<file path="config.mk">
export PLATFORM = sky130hd
export DESIGN_NAME = rpn_stack_evaluator
export DESIGN_NICKNAME = d
export VERILOG_FILES = /design/src/rtl/rpn_pkg.sv /design/src/rtl/rpn_div.sv /design/src/rtl/rpn_ctrl.sv /design/src/rtl/rpn_dp.sv /design/src/rtl/rpn_stack_evaluator.sv
export SDC_FILE = /design/constraint.sdc
export NUM_CORES = 2
export LEC_CHECK = 0
export BUFFER_PORTS_ARGS = -buffer_cell sky130_fd_sc_hd__buf_2
export CORE_ASPECT_RATIO = 0.75
export CORE_MARGIN = 5
export CORE_UTILIZATION = 62
export CTS_CLUSTER_SIZE = 24
export DETAILED_ROUTE_END_ITERATION = 6
export GPL_TIMING_DRIVEN = 0
export PLACE_DENSITY_LB_ADDON = 0.08
export SLEW_MARGIN = 20
export SYNTH_ARGS = -nofsm -noshare
export SYNTH_HDL_FRONTEND = slang
export SYNTH_SLANG_ARGS = --single-unit
</file>
<file path="constraint.sdc">
create_clock -name clk_i -period 28.7 [get_ports clk_i]
set_input_delay 2.87 -clock clk_i [delete_from_list [all_inputs] [get_ports clk_i]]
set_output_delay 2.87 -clock clk_i [all_outputs]
set_load 0.02 [all_outputs]
</file>
<file path="src/rtl/rpn_pkg.sv">
// rpn_pkg: shared constants, command and status codes, and the control/status
// structs that join the rpn controller and datapath
// no dependencies
package rpn_pkg;

  // stack geometry
  localparam int unsigned STACK_DEPTH = 64;
  localparam int unsigned ADDR_W      = $clog2(STACK_DEPTH);
  localparam int unsigned PTR_W       = $clog2(STACK_DEPTH + 1);

  // field widths
  localparam int unsigned DATA_W = 32;
  localparam int unsigned CMD_W  = 3;
  localparam int unsigned ST_W   = 2;
  localparam int unsigned CNT_W  = $clog2(DATA_W);

  // stream word widths, rounded up to whole bytes
  localparam int unsigned IN_TDATA_W  = ((CMD_W + DATA_W + 7) / 8) * 8;
  localparam int unsigned OUT_TDATA_W = ((DATA_W + ST_W + 7) / 8) * 8;

  localparam logic [PTR_W-1:0] SP_FULL = PTR_W'(STACK_DEPTH);

  // token commands
  localparam logic [CMD_W-1:0] CMD_PUSH = 3'd0;
  localparam logic [CMD_W-1:0] CMD_ADD  = 3'd1;
  localparam logic [CMD_W-1:0] CMD_SUB  = 3'd2;
  localparam logic [CMD_W-1:0] CMD_MUL  = 3'd3;
  localparam logic [CMD_W-1:0] CMD_DIV  = 3'd4;

  // status codes
  localparam logic [ST_W-1:0] ST_OK        = 2'd0;
  localparam logic [ST_W-1:0] ST_UNDERFLOW = 2'd1;
  localparam logic [ST_W-1:0] ST_OVERFLOW  = 2'd2;
  localparam logic [ST_W-1:0] ST_DIVZERO   = 2'd3;

  // controller to datapath
  typedef struct packed {
    logic            accept;     // capture the incoming token
    logic            push;       // write operand at sp, sp + 1
    logic            rd_en;      // read stack into rd_data
    logic            rd_second;  // read at sp - 2 instead of sp - 1
    logic            cap_right;  // latch right operand from rd_data
    logic            alu_wr;     // write alu result at sp - 2, sp - 1
    logic            div_start;  // launch the divider
    logic            div_wr;     // write quotient at sp - 2, sp - 1
    logic            flag_en;    // record error if none yet
    logic [ST_W-1:0] flag_code;
    logic            clear;      // empty stack, clear error
    logic            emit;       // load the output register
  } rpn_cmd_t;

  // datapath to controller
  typedef struct packed {
    logic [CMD_W-1:0] command;
    logic             last;
    logic             sp_empty;
    logic             sp_lt2;
    logic             sp_full;
    logic             right_zero;
    logic             div_done;
    logic             out_busy;
  } rpn_stat_t;

endpackage

</file>
<file path="src/rtl/rpn_div.sv">
// rpn_div: iterative signed divider, one quotient bit per cycle, truncating
// toward zero; depends on rpn_pkg
module rpn_div (
  input  logic                          clk_i,
  input  logic                          rst_ni,
  input  logic                          start_i,
  input  logic [rpn_pkg::DATA_W-1:0]    dividend_i,
  input  logic [rpn_pkg::DATA_W-1:0]    divisor_i,
  output logic                          done_o,
  output logic [rpn_pkg::DATA_W-1:0]    quotient_o
);

  logic                         busy_q;
  logic                         done_q;
  logic [rpn_pkg::CNT_W-1:0]    cnt_q;
  logic [rpn_pkg::DATA_W-1:0]   quo_q;
  logic [rpn_pkg::DATA_W-1:0]   rem_q;
  logic [rpn_pkg::DATA_W-1:0]   dvs_q;
  logic                         neg_q;

  logic [rpn_pkg::DATA_W-1:0]   dividend_abs;
  logic [rpn_pkg::DATA_W-1:0]   divisor_abs;
  logic [rpn_pkg::DATA_W:0]     rem_sh;
  logic [rpn_pkg::DATA_W:0]     diff;
  logic                         fits;

  assign dividend_abs = dividend_i[rpn_pkg::DATA_W-1] ? (~dividend_i + 1'b1) : dividend_i;
  assign divisor_abs  = divisor_i[rpn_pkg::DATA_W-1]  ? (~divisor_i + 1'b1)  : divisor_i;

  // shift-subtract step
  assign rem_sh = {rem_q, quo_q[rpn_pkg::DATA_W-1]};
  assign diff   = rem_sh - {1'b0, dvs_q};
  assign fits   = ~diff[rpn_pkg::DATA_W];

  always_ff @(posedge clk_i or negedge rst_ni) begin
    if (!rst_ni) begin
      busy_q <= 1'b0;
      done_q <= 1'b0;
      cnt_q  <= '0;
    end else begin
      done_q <= busy_q & ~start_i & (cnt_q == '0);
      if (start_i) begin
        busy_q <= 1'b1;
        cnt_q  <= rpn_pkg::CNT_W'(rpn_pkg::DATA_W - 1);
      end else if (busy_q) begin
        cnt_q <= cnt_q - 1'b1;
        if (cnt_q == '0) begin
          busy_q <= 1'b0;
        end
      end
    end
  end

  always_ff @(posedge clk_i) begin
    if (start_i) begin
      quo_q <= dividend_abs;
      rem_q <= '0;
      dvs_q <= divisor_abs;
      neg_q <= dividend_i[rpn_pkg::DATA_W-1] ^ divisor_i[rpn_pkg::DATA_W-1];
    end else if (busy_q) begin
      rem_q <= fits ? diff[rpn_pkg::DATA_W-1:0] : rem_sh[rpn_pkg::DATA_W-1:0];
      quo_q <= {quo_q[rpn_pkg::DATA_W-2:0], fits};
    end
  end

  assign done_o     = done_q;
  assign quotient_o = neg_q ? (~quo_q + 1'b1) : quo_q;

endmodule

</file>
<file path="src/rtl/rpn_ctrl.sv">
// rpn_ctrl: token sequencer state machine for the rpn evaluator
// depends on rpn_pkg
module rpn_ctrl (
  input  logic                clk_i,
  input  logic                rst_ni,
  input  logic                s_valid_i,
  output logic                s_ready_o,
  input  rpn_pkg::rpn_stat_t  stat_i,
  output rpn_pkg::rpn_cmd_t   cmd_o
);

  typedef enum logic [2:0] {
    S_IDLE,
    S_DECODE,
    S_RD_L,
    S_EXEC,
    S_DIV,
    S_LAST,
    S_TOP,
    S_EMIT
  } state_e;

  state_e state_q, state_d;
  logic   is_op;

  assign is_op = (stat_i.command == rpn_pkg::CMD_ADD) || (stat_i.command == rpn_pkg::CMD_SUB) ||
                 (stat_i.command == rpn_pkg::CMD_MUL) || (stat_i.command == rpn_pkg::CMD_DIV);

  always_comb begin
    cmd_o     = '0;
    s_ready_o = 1'b0;
    state_d   = state_q;
    unique case (state_q)
      S_IDLE: begin
        s_ready_o = 1'b1;
        if (s_valid_i) begin
          cmd_o.accept = 1'b1;
          state_d      = S_DECODE;
        end
      end
      S_DECODE: begin
        priority if (stat_i.command == rpn_pkg::CMD_PUSH) begin
          if (stat_i.sp_full) begin
            cmd_o.flag_en   = 1'b1;
            cmd_o.flag_code = rpn_pkg::ST_OVERFLOW;
          end else begin
            cmd_o.push = 1'b1;
          end
          state_d = S_LAST;
        end else if (is_op) begin
          if (stat_i.sp_lt2) begin
            cmd_o.flag_en   = 1'b1;
            cmd_o.flag_code = rpn_pkg::ST_UNDERFLOW;
            state_d         = S_LAST;
          end else begin
            cmd_o.rd_en = 1'b1;
            state_d     = S_RD_L;
          end
        end else begin
          state_d = S_LAST;
        end
      end
      S_RD_L: begin
        cmd_o.cap_right = 1'b1;
        cmd_o.rd_en     = 1'b1;
        cmd_o.rd_second = 1'b1;
        state_d         = S_EXEC;
      end
      S_EXEC: begin
        if (stat_i.command == rpn_pkg::CMD_DIV) begin
          if (stat_i.right_zero) begin
            cmd_o.flag_en   = 1'b1;
            cmd_o.flag_code = rpn_pkg::ST_DIVZERO;
            state_d         = S_LAST;
          end else begin
            cmd_o.div_start = 1'b1;
            state_d         = S_DIV;
          end
        end else begin
          cmd_o.alu_wr = 1'b1;
          state_d      = S_LAST;
        end
      end
      S_DIV: begin
        if (stat_i.div_done) begin
          cmd_o.div_wr = 1'b1;
          state_d      = S_LAST;
        end
      end
      S_LAST: begin
        if (!stat_i.last) begin
          state_d = S_IDLE;
        end else begin
          if (stat_i.sp_empty) begin
            cmd_o.flag_en   = 1'b1;
            cmd_o.flag_code = rpn_pkg::ST_UNDERFLOW;
          end
          cmd_o.rd_en = 1'b1;
          state_d     = S_TOP;
        end
      end
      S_TOP: begin
        state_d = S_EMIT;
      end
      S_EMIT: begin
        if (!stat_i.out_busy) begin
          cmd_o.emit  = 1'b1;
          cmd_o.clear = 1'b1;
          state_d     = S_IDLE;
        end
      end
      default: begin
        state_d = S_IDLE;
      end
    endcase
  end

  always_ff @(posedge clk_i or negedge rst_ni) begin
    if (!rst_ni) begin
      state_q <= S_IDLE;
    end else begin
      state_q <= state_d;
    end
  end

endmodule

</file>
<file path="src/rtl/rpn_dp.sv">
// rpn_dp: operand stack memory, pointer, sticky status, alu, divider and
// output register; depends on rpn_pkg and rpn_div
module rpn_dp (
  input  logic                            clk_i,
  input  logic                            rst_ni,
  input  rpn_pkg::rpn_cmd_t               cmd_i,
  output rpn_pkg::rpn_stat_t              stat_o,
  input  logic [rpn_pkg::CMD_W-1:0]       command_i,
  input  logic [rpn_pkg::DATA_W-1:0]      operand_value_i,
  input  logic                            last_token_i,
  input  logic                            out_ready_i,
  output logic                            out_valid_o,
  output logic [rpn_pkg::DATA_W-1:0]      result_value_o,
  output logic [rpn_pkg::ST_W-1:0]        status_o
);

  logic [rpn_pkg::DATA_W-1:0]   stack_mem [rpn_pkg::STACK_DEPTH];

  logic [rpn_pkg::CMD_W-1:0]    cmd_q;
  logic [rpn_pkg::DATA_W-1:0]   val_q;
  logic                         last_q;
  logic [rpn_pkg::PTR_W-1:0]    sp_q, sp_d;
  logic [rpn_pkg::ST_W-1:0]     err_q, err_d;
  logic [rpn_pkg::DATA_W-1:0]   rd_data_q;
  logic [rpn_pkg::DATA_W-1:0]   right_q;
  logic                         out_valid_q;
  logic [rpn_pkg::DATA_W-1:0]   out_value_q;
  logic [rpn_pkg::ST_W-1:0]     out_status_q;

  logic [rpn_pkg::PTR_W-1:0]    sp_m1, sp_m2;
  logic [rpn_pkg::ADDR_W-1:0]   rd_addr, wr_addr;
  logic                         wr_en;
  logic [rpn_pkg::DATA_W-1:0]   wr_data;
  logic [rpn_pkg::DATA_W-1:0]   prod;
  logic [rpn_pkg::DATA_W-1:0]   alu_res;
  logic                         div_done;
  logic [rpn_pkg::DATA_W-1:0]   div_quo;

  assign sp_m1 = sp_q - 1'b1;
  assign sp_m2 = sp_q - 2'd2;

  // left operand is the last read, still held in rd_data_q
  assign prod = rd_data_q * right_q;

  always_comb begin
    unique case (cmd_q)
      rpn_pkg::CMD_ADD: alu_res = rd_data_q + right_q;
      rpn_pkg::CMD_SUB: alu_res = rd_data_q - right_q;
      rpn_pkg::CMD_MUL: alu_res = prod;
      default:          alu_res = '0;
    endcase
  end

  rpn_div u_div (
    .clk_i      (clk_i),
    .rst_ni     (rst_ni),
    .start_i    (cmd_i.div_start),
    .dividend_i (rd_data_q),
    .divisor_i  (right_q),
    .done_o     (div_done),
    .quotient_o (div_quo)
  );

  // stack memory, one write and one registered read port
  assign rd_addr = cmd_i.rd_second ? sp_m2[rpn_pkg::ADDR_W-1:0] : sp_m1[rpn_pkg::ADDR_W-1:0];
  assign wr_en   = cmd_i.push | cmd_i.alu_wr | cmd_i.div_wr;
  assign wr_addr = cmd_i.push ? sp_q[rpn_pkg::ADDR_W-1:0] : sp_m2[rpn_pkg::ADDR_W-1:0];
  assign wr_data = cmd_i.push ? val_q : (cmd_i.alu_wr ? alu_res : div_quo);

  always_ff @(posedge clk_i) begin
    if (wr_en) begin
      stack_mem[wr_addr] <= wr_data;
    end
    if (cmd_i.rd_en) begin
      rd_data_q <= stack_mem[rd_addr];
    end
  end

  // token, right operand and output register capture
  always_ff @(posedge clk_i) begin
    if (cmd_i.accept) begin
      cmd_q  <= command_i;
      val_q  <= operand_value_i;
      last_q <= last_token_i;
    end
    if (cmd_i.cap_right) begin
      right_q <= rd_data_q;
    end
    if (cmd_i.emit) begin
      out_value_q  <= (err_q == rpn_pkg::ST_OK) ? rd_data_q : '0;
      out_status_q <= err_q;
    end
  end

  always_comb begin
    sp_d = sp_q;
    if (cmd_i.clear) begin
      sp_d = '0;
    end else if (cmd_i.push) begin
      sp_d = sp_q + 1'b1;
    end else if (cmd_i.alu_wr || cmd_i.div_wr) begin
      sp_d = sp_m1;
    end
  end

  always_comb begin
    err_d = err_q;
    if (cmd_i.clear) begin
      err_d = rpn_pkg::ST_OK;
    end else if (cmd_i.flag_en && (err_q == rpn_pkg::ST_OK)) begin
      err_d = cmd_i.flag_code;
    end
  end

  always_ff @(posedge clk_i or negedge rst_ni) begin
    if (!rst_ni) begin
      sp_q        <= '0;
      err_q       <= rpn_pkg::ST_OK;
      out_valid_q <= 1'b0;
    end else begin
      sp_q  <= sp_d;
      err_q <= err_d;
      if (cmd_i.emit) begin
        out_valid_q <= 1'b1;
      end else if (out_ready_i) begin
        out_valid_q <= 1'b0;
      end
    end
  end

  assign stat_o.command    = cmd_q;
  assign stat_o.last       = last_q;
  assign stat_o.sp_empty   = (sp_q == '0);
  assign stat_o.sp_lt2     = (sp_q < rpn_pkg::PTR_W'(2));
  assign stat_o.sp_full    = (sp_q == rpn_pkg::SP_FULL);
  assign stat_o.right_zero = (right_q == '0);
  assign stat_o.div_done   = div_done;
  assign stat_o.out_busy   = out_valid_q & ~out_ready_i;

  assign out_valid_o    = out_valid_q;
  assign result_value_o = out_value_q;
  assign status_o       = out_status_q;

  // stack pointer never passes the depth
  a_sp_bound: assert property (@(posedge clk_i) disable iff (!rst_ni)
    sp_q <= rpn_pkg::SP_FULL)
    else $error("stack pointer beyond depth");

  // first error of an expression is kept until the result goes out
  a_err_sticky: assert property (@(posedge clk_i) disable iff (!rst_ni)
    (err_q != rpn_pkg::ST_OK && !cmd_i.clear) |=> err_q == $past(err_q))
    else $error("sticky error overwritten");

  // divider never launched on a zero divisor
  a_div_nonzero: assert property (@(posedge clk_i) disable iff (!rst_ni)
    cmd_i.div_start |-> right_q != '0)
    else $error("divide started with zero divisor");

  // a pending result is never overwritten
  a_emit_free: assert property (@(posedge clk_i) disable iff (!rst_ni)
    cmd_i.emit |-> !(out_valid_q && !out_ready_i))
    else $error("result register overwritten");

endmodule

</file>
<file path="src/rtl/rpn_stack_evaluator.sv">
// rpn_stack_evaluator: top level of the reverse polish expression evaluator
// depends on rpn_pkg, rpn_ctrl, rpn_dp (and rpn_div below it)

// Evaluates a reverse polish expression streamed in one token per word.
// A push token stores a signed 32-bit operand on a 64-entry stack; add,
// subtract, multiply and divide pop the right then the left operand and push
// the result (two's complement wraparound, division truncates toward zero).
// The token with tlast set produces one result word: the top of stack, or
// zero with a nonzero status on stack underflow, stack overflow or divide by
// zero (first error of the expression wins); the stack and status are then
// cleared. Tokens are handled one at a time by a small sequencer around a
// stack memory with one write port and one registered read port: a push is
// decoded and written; add/sub/mul read the right then the left operand
// and write the result; divide waits on the divider (one quotient bit per
// cycle); a last token adds a top read and the output register load, plus
// any wait for a previous result still on m_axis. The output register frees
// the input side, so a new token is taken while a result still waits.
module rpn_stack_evaluator (
  input  logic                                clk_i,
  input  logic                                rst_ni,
  // token input
  input  logic                                s_axis_tvalid,
  output logic                                s_axis_tready,
  // [2:0] command, [34:3] operand_value, rest zero
  input  logic [rpn_pkg::IN_TDATA_W-1:0]      s_axis_tdata,
  // last_token
  input  logic                                s_axis_tlast,
  // result output
  output logic                                m_axis_tvalid,
  input  logic                                m_axis_tready,
  // [31:0] result_value, [33:32] status, rest zero
  output logic [rpn_pkg::OUT_TDATA_W-1:0]     m_axis_tdata
);

  rpn_pkg::rpn_cmd_t            cmd;
  rpn_pkg::rpn_stat_t           stat;
  logic [rpn_pkg::DATA_W-1:0]   result_value;
  logic [rpn_pkg::ST_W-1:0]     status;

  // sequencer: one token in flight, walks the stack accesses and the alu
  rpn_ctrl u_ctrl (
    .clk_i     (clk_i),
    .rst_ni    (rst_ni),
    .s_valid_i (s_axis_tvalid),
    .s_ready_o (s_axis_tready),
    .stat_i    (stat),
    .cmd_o     (cmd)
  );

  // stack, pointer, error, arithmetic and output register
  rpn_dp u_dp (
    .clk_i           (clk_i),
    .rst_ni          (rst_ni),
    .cmd_i           (cmd),
    .stat_o          (stat),
    .command_i       (s_axis_tdata[rpn_pkg::CMD_W-1:0]),
    .operand_value_i (s_axis_tdata[rpn_pkg::CMD_W+rpn_pkg::DATA_W-1:rpn_pkg::CMD_W]),
    .last_token_i    (s_axis_tlast),
    .out_ready_i     (m_axis_tready),
    .out_valid_o     (m_axis_tvalid),
    .result_value_o  (result_value),
    .status_o        (status)
  );

  // pack result word, padding bits zero
  assign m_axis_tdata = rpn_pkg::OUT_TDATA_W'({status, result_value});

endmodule

</file>
==> out/qor.yml <==
clock_network:
  clock_sinks: 2299
  cts_tree: "built"
  htreeDepth: 4
  clock_latency_ns: 0.84
  cts_hold_buf: 0
  cts_buffer_depth: 3
  cts-root-buf: "clkbuf_16"
  cts.clk_slew.worst_paths_ns: 0.06
  cts_made_buffers: 206
  postCtsResizedCells: 0
  cts_setup_buffers: 0
floorplan:
  die_x_um: 496
  fp.dieH_um: 375
  dieArea_mm2: 0.186
  io-pin-count: 87
  rows: 133
  core_area_mm2: 0.176
  start_util: 0.626
sta:
  clock_skew_ns: 0.0448
  slew_headroom: 0.136
  whs_ns: 0.476
  finalCritPeriodShare: 0.395
  drv_slew: 0
  finalHoldViolCount: 0
  setup_violations: 0
  worst_pin_slew_ns: 1.30
  post-route-min-period_ns: 11.35
  fmax_ghz: 0.0881
  rsz0062_at_grt: "no"
  finalSetupTns_ns: 0
worst_setup_path:
  end_kind: "register"
  critPathSlowestCell: "nor3_1"
  crit_fanout: 27
  cp_data_required_time_ns: 29.28
  cpPeakStageDelay_ns: 0.93
  worst-path-buf-inv: 8
  crit_top_cell: "fa_1"
  cpLargestDelayFamily: "adder cells"
  reg2reg_depth: 27
  startpoint_type: "register"
  arrival_ns: 11.92
  cp.depth: 27
  crit_type: "reg2reg"
global_route:
  grt_pass1_vias: 64080
  grt-ovfl-total: 0
  antenna_found_initial: 32
  grtUsageTotal: 0.378
  grt_pass1_wl_mm: 487
  grt_start_max_net_pins: 42
routing:
  via_count: 65840
  drc: 3
  wl_mm: 348
  drt-initial-drc-count: 10146
  drt_first_pass_iters: 7
  routed_via_density: 6.75
  wl_per_cell_um: 35.7
  drtAntennaViolNets: 0
placement:
  gp_congestion: 1.04
  dp_hpwl_mm: 255
  port_buffers: 75
flow_run:
  max_cap_viol_count: 0
min_path:
  hp-class: "reg2reg"
  hold_depth: 2
finish:
  drive_gt1_frac: 0.177
  nets: 7855
  area_delta_synth_final_pct: 13.6
yosys:
  synth_edf_count: 2247
  syn_area_mm2: 0.110
  synthFlopType: "edfxtp_1"
  avgSynthCellArea_um2: 16.3
  ys_warn_count: 0
  async_flop_share: 0.00870
  syn_inst: 6758
  synth_cell_types: 79
  ys_ff_latch: 2299
  ys_seq_area_frac: 0.623
status:
  violations: "design-rule violations"
  status: "complete, but fails checks"
==> through the flow <==
step,utilization,setup slack [ns],cells,cell area [um^2]
global route,0.711,17.31,9743,125000
floorplan,-,19.42,6763,110000
global placement,0.645,13.82,9200,113000
detailed placement,0.671,17.98,9355,118000
finish,0.711,17.35,9757,125000
CTS,0.710,17.96,9736,125000
==> registers in the layout, indices dropped and copies added (netlist names) <==
| name | count |
|---|---|
| u_dp.stack_mem | 2048 |
| u_dp.rd_data_q | 32 |
| u_dp.result_value_o | 32 |
| u_dp.right_q | 32 |
| u_dp.u_div.dvs_q | 32 |
| u_dp.u_div.quo_q | 32 |
| u_dp.u_div.rem_q | 32 |
| u_dp.val_q | 32 |
| u_dp.sp_q | 7 |
| u_dp.u_div.cnt_q | 5 |
| u_ctrl.state_q | 3 |
| u_dp.cmd_q | 3 |
| u_dp.err_q | 2 |
| u_dp.status_o | 2 |
| u_dp.last_q | 1 |
| u_dp.out_valid_o | 1 |
| u_dp.u_div.busy_q | 1 |
| u_dp.u_div.done_o | 1 |
| u_dp.u_div.neg_q | 1 |
==> final timing paths <==
check | from | endpoint | slack (ns)
max | u_dp.rd_data_q[11]$_DFFE_PP_ | u_dp.stack_mem[27][31]$_DFFE_PP_ | 17.35
min | u_dp.u_div.rem_q[31]$_SDFFE_PP0P_ | u_dp.u_div.rem_q[31]$_SDFFE_PP0P_ | 0.48
max reg2reg | u_dp.rd_data_q[11]$_DFFE_PP_ | u_dp.stack_mem[27][31]$_DFFE_PP_ | 17.35
min reg2reg | u_dp.u_div.rem_q[31]$_SDFFE_PP0P_ | u_dp.u_div.rem_q[31]$_SDFFE_PP0P_ | 0.48
max in group asynchronous | rst_ni | u_dp.err_q[0]$_DFFE_PN0P_ | 26.17
min in group asynchronous | rst_ni | u_dp.u_div.done_o$_DFF_PN0_ | 2.07
==> kinds of logic after synthesis <==
| logic type | share of synthesized area |
|---|---|
| flip-flops | 0.623 |
| AND/OR/NAND/NOR | 0.0592 |
| buffers and inverters | 0.0299 |
| AO/OA/AOI/OAI | 0.0438 |
| multiplexers | 0.125 |
| adder cells (fa/ha/maj) | 0.0970 |
| XOR/XNOR | 0.0215 |
| other | 0.0000341 |
==> cell usage in the layout, fill, tap and decap left out, types with 144 or more instances in the layout <==
cell type  Yosys  routed
a211oi_1     148     148
a21oi_1      253     236
and2_1       341     340
clkbuf_1     313     325
clkbuf_16      0     208
edfxtp_1    2247    2247
fa_1         410     410
ha_1         197     197
inv_1        443     442
mux2i_1      152     152
mux4_2       544     544
nand2_1      400     400
nor2b_1      144     144
xnor2_1      177     176
==> worst register-to-register path, cell delays in order, from the launching register on <==
cell,delay [ns]
edfxtp_1,0.58
clkbuf_1,0.78
clkbuf_1,0.87
and2_1,0.26
fa_1,0.48
fa_1,0.44
fa_1,0.55
inv_1,0.08
fa_1,0.49
inv_1,0.06
fa_1,0.50
inv_1,0.06
fa_1,0.52
inv_1,0.06
fa_1,0.50
fa_1,0.45
ha_1,0.45
and3_1,0.33
o211ai_1,0.13
o211ai_1,0.66
a2111oi_0,0.27
nor3_1,0.93
nand3_1,0.21
a21o_1,0.22
a31oi_1,0.45
a21oi_4,0.30
buf_16,0.26
buf_16,0.19
==> Yosys cell counts (all sizes together), types with 18 or more instances <==
| cell type | n | area share |
|---|---|---|
| and2 | 341 | 0.019 |
| fa | 410 | 0.075 |
| o21a | 21 | 0.0014 |
| o31ai | 41 | 0.0028 |
| a31oi | 18 | 0.0010 |
| xor2 | 93 | 0.0074 |
| clkbuf | 315 | 0.011 |
| xnor2 | 177 | 0.014 |
| nand2b | 35 | 0.0020 |
| dfxtp | 32 | 0.0058 |
| inv | 444 | 0.015 |
| or4 | 21 | 0.0015 |
| a211oi | 148 | 0.010 |
| mux2i | 152 | 0.014 |
| ha | 197 | 0.022 |
| o22ai | 30 | 0.0017 |
| edfxtp | 2247 | 0.61 |
| nand2 | 403 | 0.014 |
| o21ai | 138 | 0.0063 |
| a21oi | 253 | 0.012 |
| or3 | 30 | 0.0017 |
| a21o | 31 | 0.0021 |
| mux4 | 544 | 0.11 |
| dfrtp | 20 | 0.0045 |
| buf | 87 | 0.0039 |
| nor3 | 30 | 0.0014 |
| nor2 | 174 | 0.0061 |
| nand3 | 40 | 0.0018 |
| nor2b | 144 | 0.0082 |
==> per-layer routing <==
layer | wire, um | global-route usage | part of all wire | vias up
met5 | 67 | 0 | 0.00019 | -
met2 | 145000 | 0.510 | 0.42 | 4747
met4 | 12100 | 0.110 | 0.035 | 10
met1 | 134000 | 0.555 | 0.38 | 34123
li1 | - | - | - | 26321
met3 | 57300 | 0.177 | 0.16 | 639
==> final cells by class <==
type / count / area, um^2
Inverter: 444 / 1670
Timing Repair Buffer: 232 / 4060
Sequential cell: 2299 / 68600
Clock inverter: 123 / 1550
Buffer: 402 / 1660
Antenna cell: 19 / 47.5
Clock buffer: 258 / 5450
Fill cell: 11237 / 50800
Tap cell: 2362 / 2960
Multi-Input combinational cell: 3618 / 39000
Power is not shown: default switching activity piles up to over one toggle a cycle in this logic, so the estimate is an artifact.
